## config.mk

```make
export PLATFORM = sky130hd
export DESIGN_NAME = utf8_decode_glyph_select_unit_flat
export DESIGN_NICKNAME = d
export VERILOG_FILES = /design/src/rtl/u8dgs_pkg.sv /design/src/rtl/u8dgs_in_if.sv /design/src/rtl/u8dgs_out_if.sv /design/src/rtl/utf8_decode_glyph_select_unit.sv /design/src/rtl/u8dgs_decode.sv /design/src/rtl/u8dgs_emit.sv /design/src/flat_wrapper.sv
export SDC_FILE = /design/constraint.sdc
export NUM_CORES = 1
export LEC_CHECK = 0
export BUFFER_PORTS_ARGS = -buffer_cell sky130_fd_sc_hd__buf_4
export CORE_ASPECT_RATIO = 0.6
export CORE_MARGIN = 2
export CORE_UTILIZATION = 63
export DETAILED_ROUTE_END_ITERATION = 10
export PLACE_DENSITY = 0.85
export SLEW_MARGIN = 20
export SYNTH_ARGS = -nofsm -noshare
export SYNTH_HDL_FRONTEND = slang
export SYNTH_SLANG_ARGS = --single-unit
```

## constraint.sdc

```tcl
create_clock -name clk -period 7.2 [get_ports clk]
set_clock_uncertainty 0.2 [all_clocks]
set_input_delay 1.44 -clock clk [delete_from_list [all_inputs] [get_ports clk]]
set_output_delay 1.44 -clock clk [all_outputs]
set_load 0.005 [all_outputs]
```

## src/rtl/u8dgs_pkg.sv

```systemverilog
package u8dgs_pkg;

    localparam int unsigned CP_W    = 21;
    localparam int unsigned CELL_W  = 16;
    localparam int unsigned CNT_W   = 3;

    localparam logic [7:0] LEAD2_MASK = 8'hE0;
    localparam logic [7:0] LEAD2_VAL  = 8'hC0;
    localparam logic [7:0] LEAD3_MASK = 8'hF0;
    localparam logic [7:0] LEAD3_VAL  = 8'hE0;
    localparam logic [7:0] LEAD4_MASK = 8'hF8;
    localparam logic [7:0] LEAD4_VAL  = 8'hF0;

    localparam logic [7:0]      QMARK      = 8'h3F;
    localparam logic [7:0]      DASH       = 8'h2D;
    localparam logic [7:0]      SPACE      = 8'h20;
    localparam logic [CP_W-1:0] CP_NBSP    = 21'h0000A0;
    localparam logic [CP_W-1:0] CP_EN_DASH = 21'h002013;
    localparam logic [CP_W-1:0] CP_EM_DASH = 21'h002014;
    localparam logic [CP_W-9:0] CP_CYR_HI  = 13'h0004;

    typedef struct packed {
        logic [7:0] text_byte;
        logic       end_of_text;
    } in_t;

    typedef struct packed {
        logic [CP_W-1:0]   codepoint;
        logic              malformed;
        logic              glyph_bank;
        logic [7:0]        glyph_index;
        logic [CELL_W-1:0] cell_number;
        logic              run_last;
    } out_t;

    // One decoded byte: count cells, all '?' except possibly the last one.
    typedef struct packed {
        logic [CNT_W-1:0]  count;
        logic              last_good;
        logic [CP_W-1:0]   cp;
        logic [CELL_W-1:0] first_cell;
    } job_t;

endpackage

```

## src/rtl/u8dgs_in_if.sv

```systemverilog
interface u8dgs_in_if;
    logic            valid;
    logic            ready;
    u8dgs_pkg::in_t  data;

    modport source (output valid, output data, input ready);
    modport sink   (input valid, input data, output ready);
endinterface

```

## src/rtl/u8dgs_out_if.sv

```systemverilog
interface u8dgs_out_if;
    logic            valid;
    logic            ready;
    u8dgs_pkg::out_t data;

    modport source (output valid, output data, input ready);
    modport sink   (input valid, input data, output ready);
endinterface

```

## src/rtl/utf8_decode_glyph_select_unit.sv

```systemverilog
// Lax UTF-8 decoder with glyph bank and index selection, one text byte per transfer.
// A byte with cells loads the emit counter; each cell is then registered in out_reg.
// Throughput: one byte per cycle unless stalled; a byte holds input until its last
// cell is out (one cell register, one cell out per cycle, up to four cells per byte).
// Reset: rst_n async low clears sequence state, cell count and valid flags.
module utf8_decode_glyph_select_unit (
    input  logic         clk,
    input  logic         rst_n,
    u8dgs_in_if.sink     text,
    u8dgs_out_if.source  cells
);

    logic              job_load;
    logic              job_ready;
    u8dgs_pkg::job_t   job;

    u8dgs_decode u_decode (
        .clk       (clk),
        .rst_n     (rst_n),
        .text      (text),
        .job_ready (job_ready),
        .job_load  (job_load),
        .job       (job)
    );

    u8dgs_emit u_emit (
        .clk       (clk),
        .rst_n     (rst_n),
        .job_load  (job_load),
        .job       (job),
        .job_ready (job_ready),
        .cells     (cells)
    );

endmodule

```

## src/rtl/u8dgs_decode.sv

```systemverilog
module u8dgs_decode (
    input  logic               clk,
    input  logic               rst_n,
    u8dgs_in_if.sink           text,
    input  logic               job_ready,
    output logic               job_load,
    output u8dgs_pkg::job_t    job
);

    logic [7:0]                     pend0_reg, pend1_reg, pend2_reg;
    logic [1:0]                     exp_reg, exp_next;
    logic [1:0]                     rcv_reg, rcv_next;
    logic [u8dgs_pkg::CELL_W-1:0]   cell_reg, cell_next;

    logic [7:0]                     b;
    logic                           eot;
    logic                           accept;
    logic                           cont;
    logic [1:0]                     need;
    logic                           fresh_start;
    logic                           fresh_n;
    logic                           fresh_good;
    logic [u8dgs_pkg::CNT_W-1:0]    n;
    logic                           good;
    logic [u8dgs_pkg::CP_W-1:0]     cp;
    logic                           wr0, wr1, wr2;
    logic [u8dgs_pkg::CELL_W:0]     cell_sum;

    assign b           = text.data.text_byte;
    assign eot         = text.data.end_of_text;
    assign text.ready  = job_ready;
    assign accept      = text.valid && job_ready;
    assign cont        = (b[7:6] == 2'b10);

    always_comb
    begin
        if ((b & u8dgs_pkg::LEAD2_MASK) == u8dgs_pkg::LEAD2_VAL)
        begin
            need = 2'd1;
        end
        else if ((b & u8dgs_pkg::LEAD3_MASK) == u8dgs_pkg::LEAD3_VAL)
        begin
            need = 2'd2;
        end
        else if ((b & u8dgs_pkg::LEAD4_MASK) == u8dgs_pkg::LEAD4_VAL)
        begin
            need = 2'd3;
        end
        else
        begin
            need = 2'd0;
        end
        fresh_start = b[7] && (need != 2'd0) && !eot;
        fresh_n     = !fresh_start;
        fresh_good  = !b[7];
    end

    always_comb
    begin
        n        = '0;
        good     = 1'b0;
        cp       = {{(u8dgs_pkg::CP_W-8){1'b0}}, b};
        exp_next = exp_reg;
        rcv_next = rcv_reg;
        wr0      = 1'b0;
        wr1      = 1'b0;
        wr2      = 1'b0;
        if (exp_reg != 2'd0 && cont)
        begin
            if (({1'b0, rcv_reg} + 3'd1) >= {1'b0, exp_reg})
            begin
                n        = 3'd1;
                good     = 1'b1;
                exp_next = 2'd0;
                rcv_next = 2'd0;
                case (exp_reg)
                    2'd1:    cp = {10'd0, pend0_reg[4:0], b[5:0]};
                    2'd2:    cp = {5'd0, pend0_reg[3:0], pend1_reg[5:0], b[5:0]};
                    default: cp = {pend0_reg[2:0], pend1_reg[5:0], pend2_reg[5:0],
                                   b[5:0]};
                endcase
            end
            else
            begin
                wr1      = (rcv_reg == 2'd0);
                wr2      = (rcv_reg != 2'd0);
                rcv_next = rcv_reg + 2'd1;
                if (eot)
                begin
                    n        = {1'b0, rcv_reg} + 3'd2;
                    exp_next = 2'd0;
                    rcv_next = 2'd0;
                end
            end
        end
        else
        begin
            // Bad continuation or idle: any buffer flushes, byte starts over.
            if (exp_reg != 2'd0)
            begin
                n = {1'b0, rcv_reg} + 3'd1 + {2'b00, fresh_n};
            end
            else
            begin
                n = {2'b00, fresh_n};
            end
            good     = fresh_good;
            wr0      = fresh_start;
            exp_next = fresh_start ? need : 2'd0;
            rcv_next = 2'd0;
        end
    end

    assign cell_sum = {1'b0, cell_reg} + {{(u8dgs_pkg::CELL_W+1-u8dgs_pkg::CNT_W){1'b0}}, n};

    always_comb
    begin
        if (eot)
        begin
            cell_next = '0;
        end
        else if (cell_sum[u8dgs_pkg::CELL_W])
        begin
            cell_next = '1;
        end
        else
        begin
            cell_next = cell_sum[u8dgs_pkg::CELL_W-1:0];
        end
    end

    assign job_load       = accept && (n != '0);
    assign job.count      = n;
    assign job.last_good  = good;
    assign job.cp         = cp;
    assign job.first_cell = cell_reg;

    always_ff @(posedge clk or negedge rst_n)
    begin
        if (!rst_n)
        begin
            exp_reg  <= '0;
            rcv_reg  <= '0;
            cell_reg <= '0;
        end
        else if (accept)
        begin
            exp_reg  <= exp_next;
            rcv_reg  <= rcv_next;
            cell_reg <= cell_next;
        end
    end

    always_ff @(posedge clk)
    begin
        if (accept && wr0)
        begin
            pend0_reg <= b;
        end
        if (accept && wr1)
        begin
            pend1_reg <= b;
        end
        if (accept && wr2)
        begin
            pend2_reg <= b;
        end
    end

endmodule

```

## src/rtl/u8dgs_emit.sv

```systemverilog
module u8dgs_emit (
    input  logic               clk,
    input  logic               rst_n,
    input  logic               job_load,
    input  u8dgs_pkg::job_t    job,
    output logic               job_ready,
    u8dgs_out_if.source        cells
);

    logic [u8dgs_pkg::CNT_W-1:0]   cnt_reg;
    logic                          good_reg;
    logic [u8dgs_pkg::CP_W-1:0]    cp_reg;
    logic [u8dgs_pkg::CELL_W-1:0]  cell_reg;

    logic                          out_valid_reg;
    u8dgs_pkg::out_t               out_reg;
    u8dgs_pkg::out_t               out_next;

    logic                          emit;
    logic                          is_last;
    logic                          good_now;

    assign is_last   = (cnt_reg == 3'd1);
    assign emit      = (cnt_reg != '0) && (!out_valid_reg || cells.ready);
    assign job_ready = (cnt_reg == '0) || (emit && is_last);
    assign good_now  = good_reg && is_last;

    always_comb
    begin
        out_next.codepoint   = cp_reg;
        out_next.malformed   = 1'b0;
        out_next.glyph_bank  = 1'b0;
        out_next.glyph_index = u8dgs_pkg::QMARK;
        out_next.cell_number = cell_reg;
        out_next.run_last    = is_last;
        if (!good_now)
        begin
            out_next.codepoint = {{(u8dgs_pkg::CP_W-8){1'b0}}, u8dgs_pkg::QMARK};
            out_next.malformed = 1'b1;
        end
        else if (cp_reg[u8dgs_pkg::CP_W-1:7] == '0)
        begin
            out_next.glyph_index = cp_reg[7:0];
        end
        else if (cp_reg[u8dgs_pkg::CP_W-1:8] == u8dgs_pkg::CP_CYR_HI)
        begin
            out_next.glyph_bank  = 1'b1;
            out_next.glyph_index = cp_reg[7:0];
        end
        else if (cp_reg == u8dgs_pkg::CP_EN_DASH || cp_reg == u8dgs_pkg::CP_EM_DASH)
        begin
            out_next.glyph_index = u8dgs_pkg::DASH;
        end
        else if (cp_reg == u8dgs_pkg::CP_NBSP)
        begin
            out_next.glyph_index = u8dgs_pkg::SPACE;
        end
    end

    always_ff @(posedge clk or negedge rst_n)
    begin
        if (!rst_n)
        begin
            cnt_reg       <= '0;
            out_valid_reg <= 1'b0;
        end
        else
        begin
            if (job_load)
            begin
                cnt_reg <= job.count;
            end
            else if (emit)
            begin
                cnt_reg <= cnt_reg - 3'd1;
            end
            if (emit)
            begin
                out_valid_reg <= 1'b1;
            end
            else if (cells.ready)
            begin
                out_valid_reg <= 1'b0;
            end
        end
    end

    always_ff @(posedge clk)
    begin
        if (job_load)
        begin
            good_reg <= job.last_good;
            cp_reg   <= job.cp;
            cell_reg <= job.first_cell;
        end
        else if (emit && cell_reg != '1)
        begin
            cell_reg <= cell_reg + 16'd1;
        end
        if (emit)
        begin
            out_reg <= out_next;
        end
    end

    assign cells.valid = out_valid_reg;
    assign cells.data  = out_reg;

endmodule
```

## src/flat_wrapper.sv

```systemverilog
// flat-port wrapper written by rule: the top's interface ports become plain ports
module utf8_decode_glyph_select_unit_flat 
  (clk, rst_n, text_valid, text_data, text_ready, cells_valid, cells_data, cells_ready);
  u8dgs_in_if text_i ();
  u8dgs_out_if cells_i ();
  input  logic clk;
  input  logic rst_n;
  input wire logic [$bits(text_i.valid)-1:0] text_valid;
  input wire logic [$bits(text_i.data)-1:0] text_data;
  output wire logic [$bits(text_i.ready)-1:0] text_ready;
  output wire logic [$bits(cells_i.valid)-1:0] cells_valid;
  output wire logic [$bits(cells_i.data)-1:0] cells_data;
  input wire logic [$bits(cells_i.ready)-1:0] cells_ready;
  assign text_i.valid = text_valid;
  assign text_i.data = text_data;
  assign text_ready = text_i.ready;
  assign cells_valid = cells_i.valid;
  assign cells_data = cells_i.data;
  assign cells_i.ready = cells_ready;
  utf8_decode_glyph_select_unit u_core (.clk(clk), .rst_n(rst_n), .text(text_i), .cells(cells_i));
endmodule
```

==> impl_results.md <==
- Crit-path max FO: 18
- Post-cts resize count: 0
- Final ANT Viol Nets: 0
- Core box area: between 9000 and 10000 sq um
- Crit share post-route: 0.706
- EDFF count, synth: just over 100
- First-pass GRT wire length: 21200 microns
- Slew headroom: 0.425
- Worst EP required: between 7 and 8 ns
- Gpl congestion: slightly above 0.9
- Synth Warn #: 0
- Xor and xnor area share after synthesis: 0.0233
- Post-synthesis adder-cell area fraction: 0.0390
- RSZ-0062 raised after global routing: false
- Total congestion overflow: 0
- Ant diodes: 0
- # nets final: about 560
- Iteration-0 DRC count of the detailed router: ~480
- CTS tree: built
- Clk Latency, worst-skew pair: approximately 0.41 ns
- Largest family of logic cells by synthesized area: simple AND/OR/NAND/NOR gates
- Vias in the first global route: 3892
- Clock power frac: 0.287
- DP HPWL: 9300 microns
- Lkg Pwr: 2.84 nW
- Most used flip-flop cell after synthesis: edfxtp_1
- Cells after synthesis: 470
- Buffer count from post-CTS setup fixing: 0
- Clk buf depth: 2
- Max-cap violations: 0
- Status: finished, final reports clean
- Fin area: 7120 sq um
- Mean Syn Cell Area: about 13 sq um
- Final Hold Vio Count: 0
- Setup TNS: 0 ns
- Worst EP arrival: 5.20 ns
- CP Cell Sequence: buf_4 -> nand3b_1 -> a31oi_1 -> inv_1 -> ha_1 -> fa_1 -> nand2_1 -> a21oi_1 -> inv_1 -> fa_1 -> nor2b_1 -> o2111a_1 -> nand2_1 -> a31o_1 -> a21oi_1
- Pin count of the biggest net entering global routing: 53
- Max reg flops: 48
- Clock sinks: 127
- CP Capture Type: register
- Total die area: between 10000 and 15000 sq um
- Switching pwr: 0.809 mW
- DR vias: around 4200
- Final min period: 5.08 ns
- Clock root buffer master: clkbuf_16
- Max Slew Vio Count: 0
- Initial antenna violation count: 0
- Sequential area share after synthesis: 0.613
- Layout Area Growth over Synthesis: 18.1%
- Initial Util: 0.654
- Hold_buf cts: 0
- Peak VDD IR: 0.000226 V
- Drt wl/cell: a little under 20 microns
- Most common cell after layout, fill and taps aside: edfxtp_1
- PwrDens: approximately 380 nW/um^2
- Routed WL: between 10000 and 15000 microns
- Mux contribution to synthesized area: 0.0450
- Syn_nets: 500
- Synth Area in Compound Gates: 0.0999
- Slew at the pin closest to its max-slew limit: around 0.86 ns
- Die height: 79.8 microns
- Final Non-Filler Cells: ~680
- Cell Int Power: about 1.9 mW
- Util after Layout: 0.772
- Synthesized area: about 6000 sq um
- Cts bufs inserted: 17
- Fillcell total: 556
- Flops & latches, synth: 127
- Asr flop ratio synth: 0.189
- CTS clock-pin slew for the worst setup and hold paths: ~0.05 ns
- Port bufs: 62
- Flop pwr share: 0.442
- Share of cells above drive strength 1: 0.225
- Crit path kind: in2reg
- DRC violations left: 0
- Post-place instance area: 6590 sq um
- Ports: 63
- Std cell rows: 27
- Type of the worst min-delay path: reg2reg
- Max incr delay on CP: around 0.50 ns
- Post-synthesis cell type count: 63
- Startpoint types: primary input
- Number of setup violations in the final report: 0
- Die Width: 130 microns
- First drt pass iteration count: 5
- R2R setup slack: between 2 and 3 ns
- Commonest cells after routing, fill and taps aside: edfxtp_1, buf_4, nand2_1
- Via density: between 6 and 7
- All-layer global routing usage: 0.277
- CP max stage cell: fa_1
- Power share of the combinational group: 0.271
- Post-Synth Simple-Gate Area: 0.150
- Cell count after placement: roughly 640
- Switch share: 0.302
- Max H-tree Level: 4
- Peak Freq: just under 200 MHz
[critical path: cells and delay by family]
kind	cells	cell delay [ns]
AOI/OAI and AO/OA	5	1.38
and+or+nand+nor	4	0.88
adders and majority gates	3	1.12
buffers and inverters	3	0.38
[through the flow]
stage                     total power, mW  hold WS (ns)  worst slack [ns]
after global placement               1.85         0.239              2.04
after floorplan                      1.63         0.226              2.33
after global routing                 2.81         0.265              1.91
after detailed placement             1.91         0.245              1.83
final                                2.68         0.248              2.12
after CTS                            2.68         0.249              2.19
[synthesized netlist by cell type, types with 13 or more instances]
master / n / area share
a21oi_1: 19 / 0.016
and2_1: 13 / 0.013
and3_1: 19 / 0.020
clkbuf_1: 14 / 0.0087
dfrtp_1: 24 / 0.10
edfxtp_1: 103 / 0.51
ha_1: 14 / 0.029
inv_1: 20 / 0.012
nand2_1: 32 / 0.020
nand3_1: 13 / 0.011
nor2_1: 27 / 0.017
[routing by layer]
metal  wire length (microns)  global-route usage  vias to the layer above  share of wire
li1                        -                   -                     1883              -
met1                    6010               0.428                     2027           0.45
met2                    5800               0.383                      233           0.44
met3                    1350              0.0838                       14           0.10
met4                     142              0.0720                        0          0.011
met5                       0                   0                        -              0
[layout make-up]
| class | count | area (sq um) | share of cell area |
|---|---|---|---|
| clock inverter | 14 | 100 | 0.0141 |
| sequential | 127 | 3690 | 0.519 |
| multi-input combinational | 301 | 2160 | 0.304 |
| inverter | 20 | 75.1 | 0.0105 |
| timing repair buffer | 66 | 495 | 0.0696 |
| clock buffer | 18 | 429 | 0.0603 |
| tap | 130 | 163 | 0.0229 |
[final timing paths]
check / start / to / cells after the start
min in group asynchronous: rst_n / u_core.u_decode.rcv_reg[0]$_DFFE_PN0P_ / 1
min: u_core.u_emit.cell_reg[14]$_DFFE_PP_ / u_core.u_emit.cells.data[15]$_DFFE_PP_ / 0
max reg2reg: u_core.u_decode.rcv_reg[0]$_DFFE_PN0P_ / u_core.u_decode.cell_reg[11]$_DFFE_PN0P_ / 12
min reg2reg: u_core.u_emit.cell_reg[14]$_DFFE_PP_ / u_core.u_emit.cells.data[15]$_DFFE_PP_ / 0
max in group asynchronous: rst_n / u_core.u_emit.cells.valid$_DFFE_PN0P_ / 1
max: text_data[0] / u_core.u_decode.cell_reg[11]$_DFFE_PN0P_ / 15
[cell families after synthesis]
family | after synthesis
simple gates | 163
flops | 127
compound gates | 84
buf+inv | 42
mux | 21
fa+ha+maj | 17
xor+xnor | 16
[power by group through the flow]
| stage | Clock [mW] | Combinational, mW | Sequential, mW |
|---|---|---|---|
| floorplan | 0 | 0.460 | 1.17 |
| global placement | 0 | 0.681 | 1.17 |
| detailed placement | 0 | 0.720 | 1.19 |
| CTS | 0.774 | 0.727 | 1.18 |
| global route | 0.808 | 0.796 | 1.20 |
| finish | 0.769 | 0.724 | 1.18 |
No activity file was read; power rests on OpenSTA's default activity.
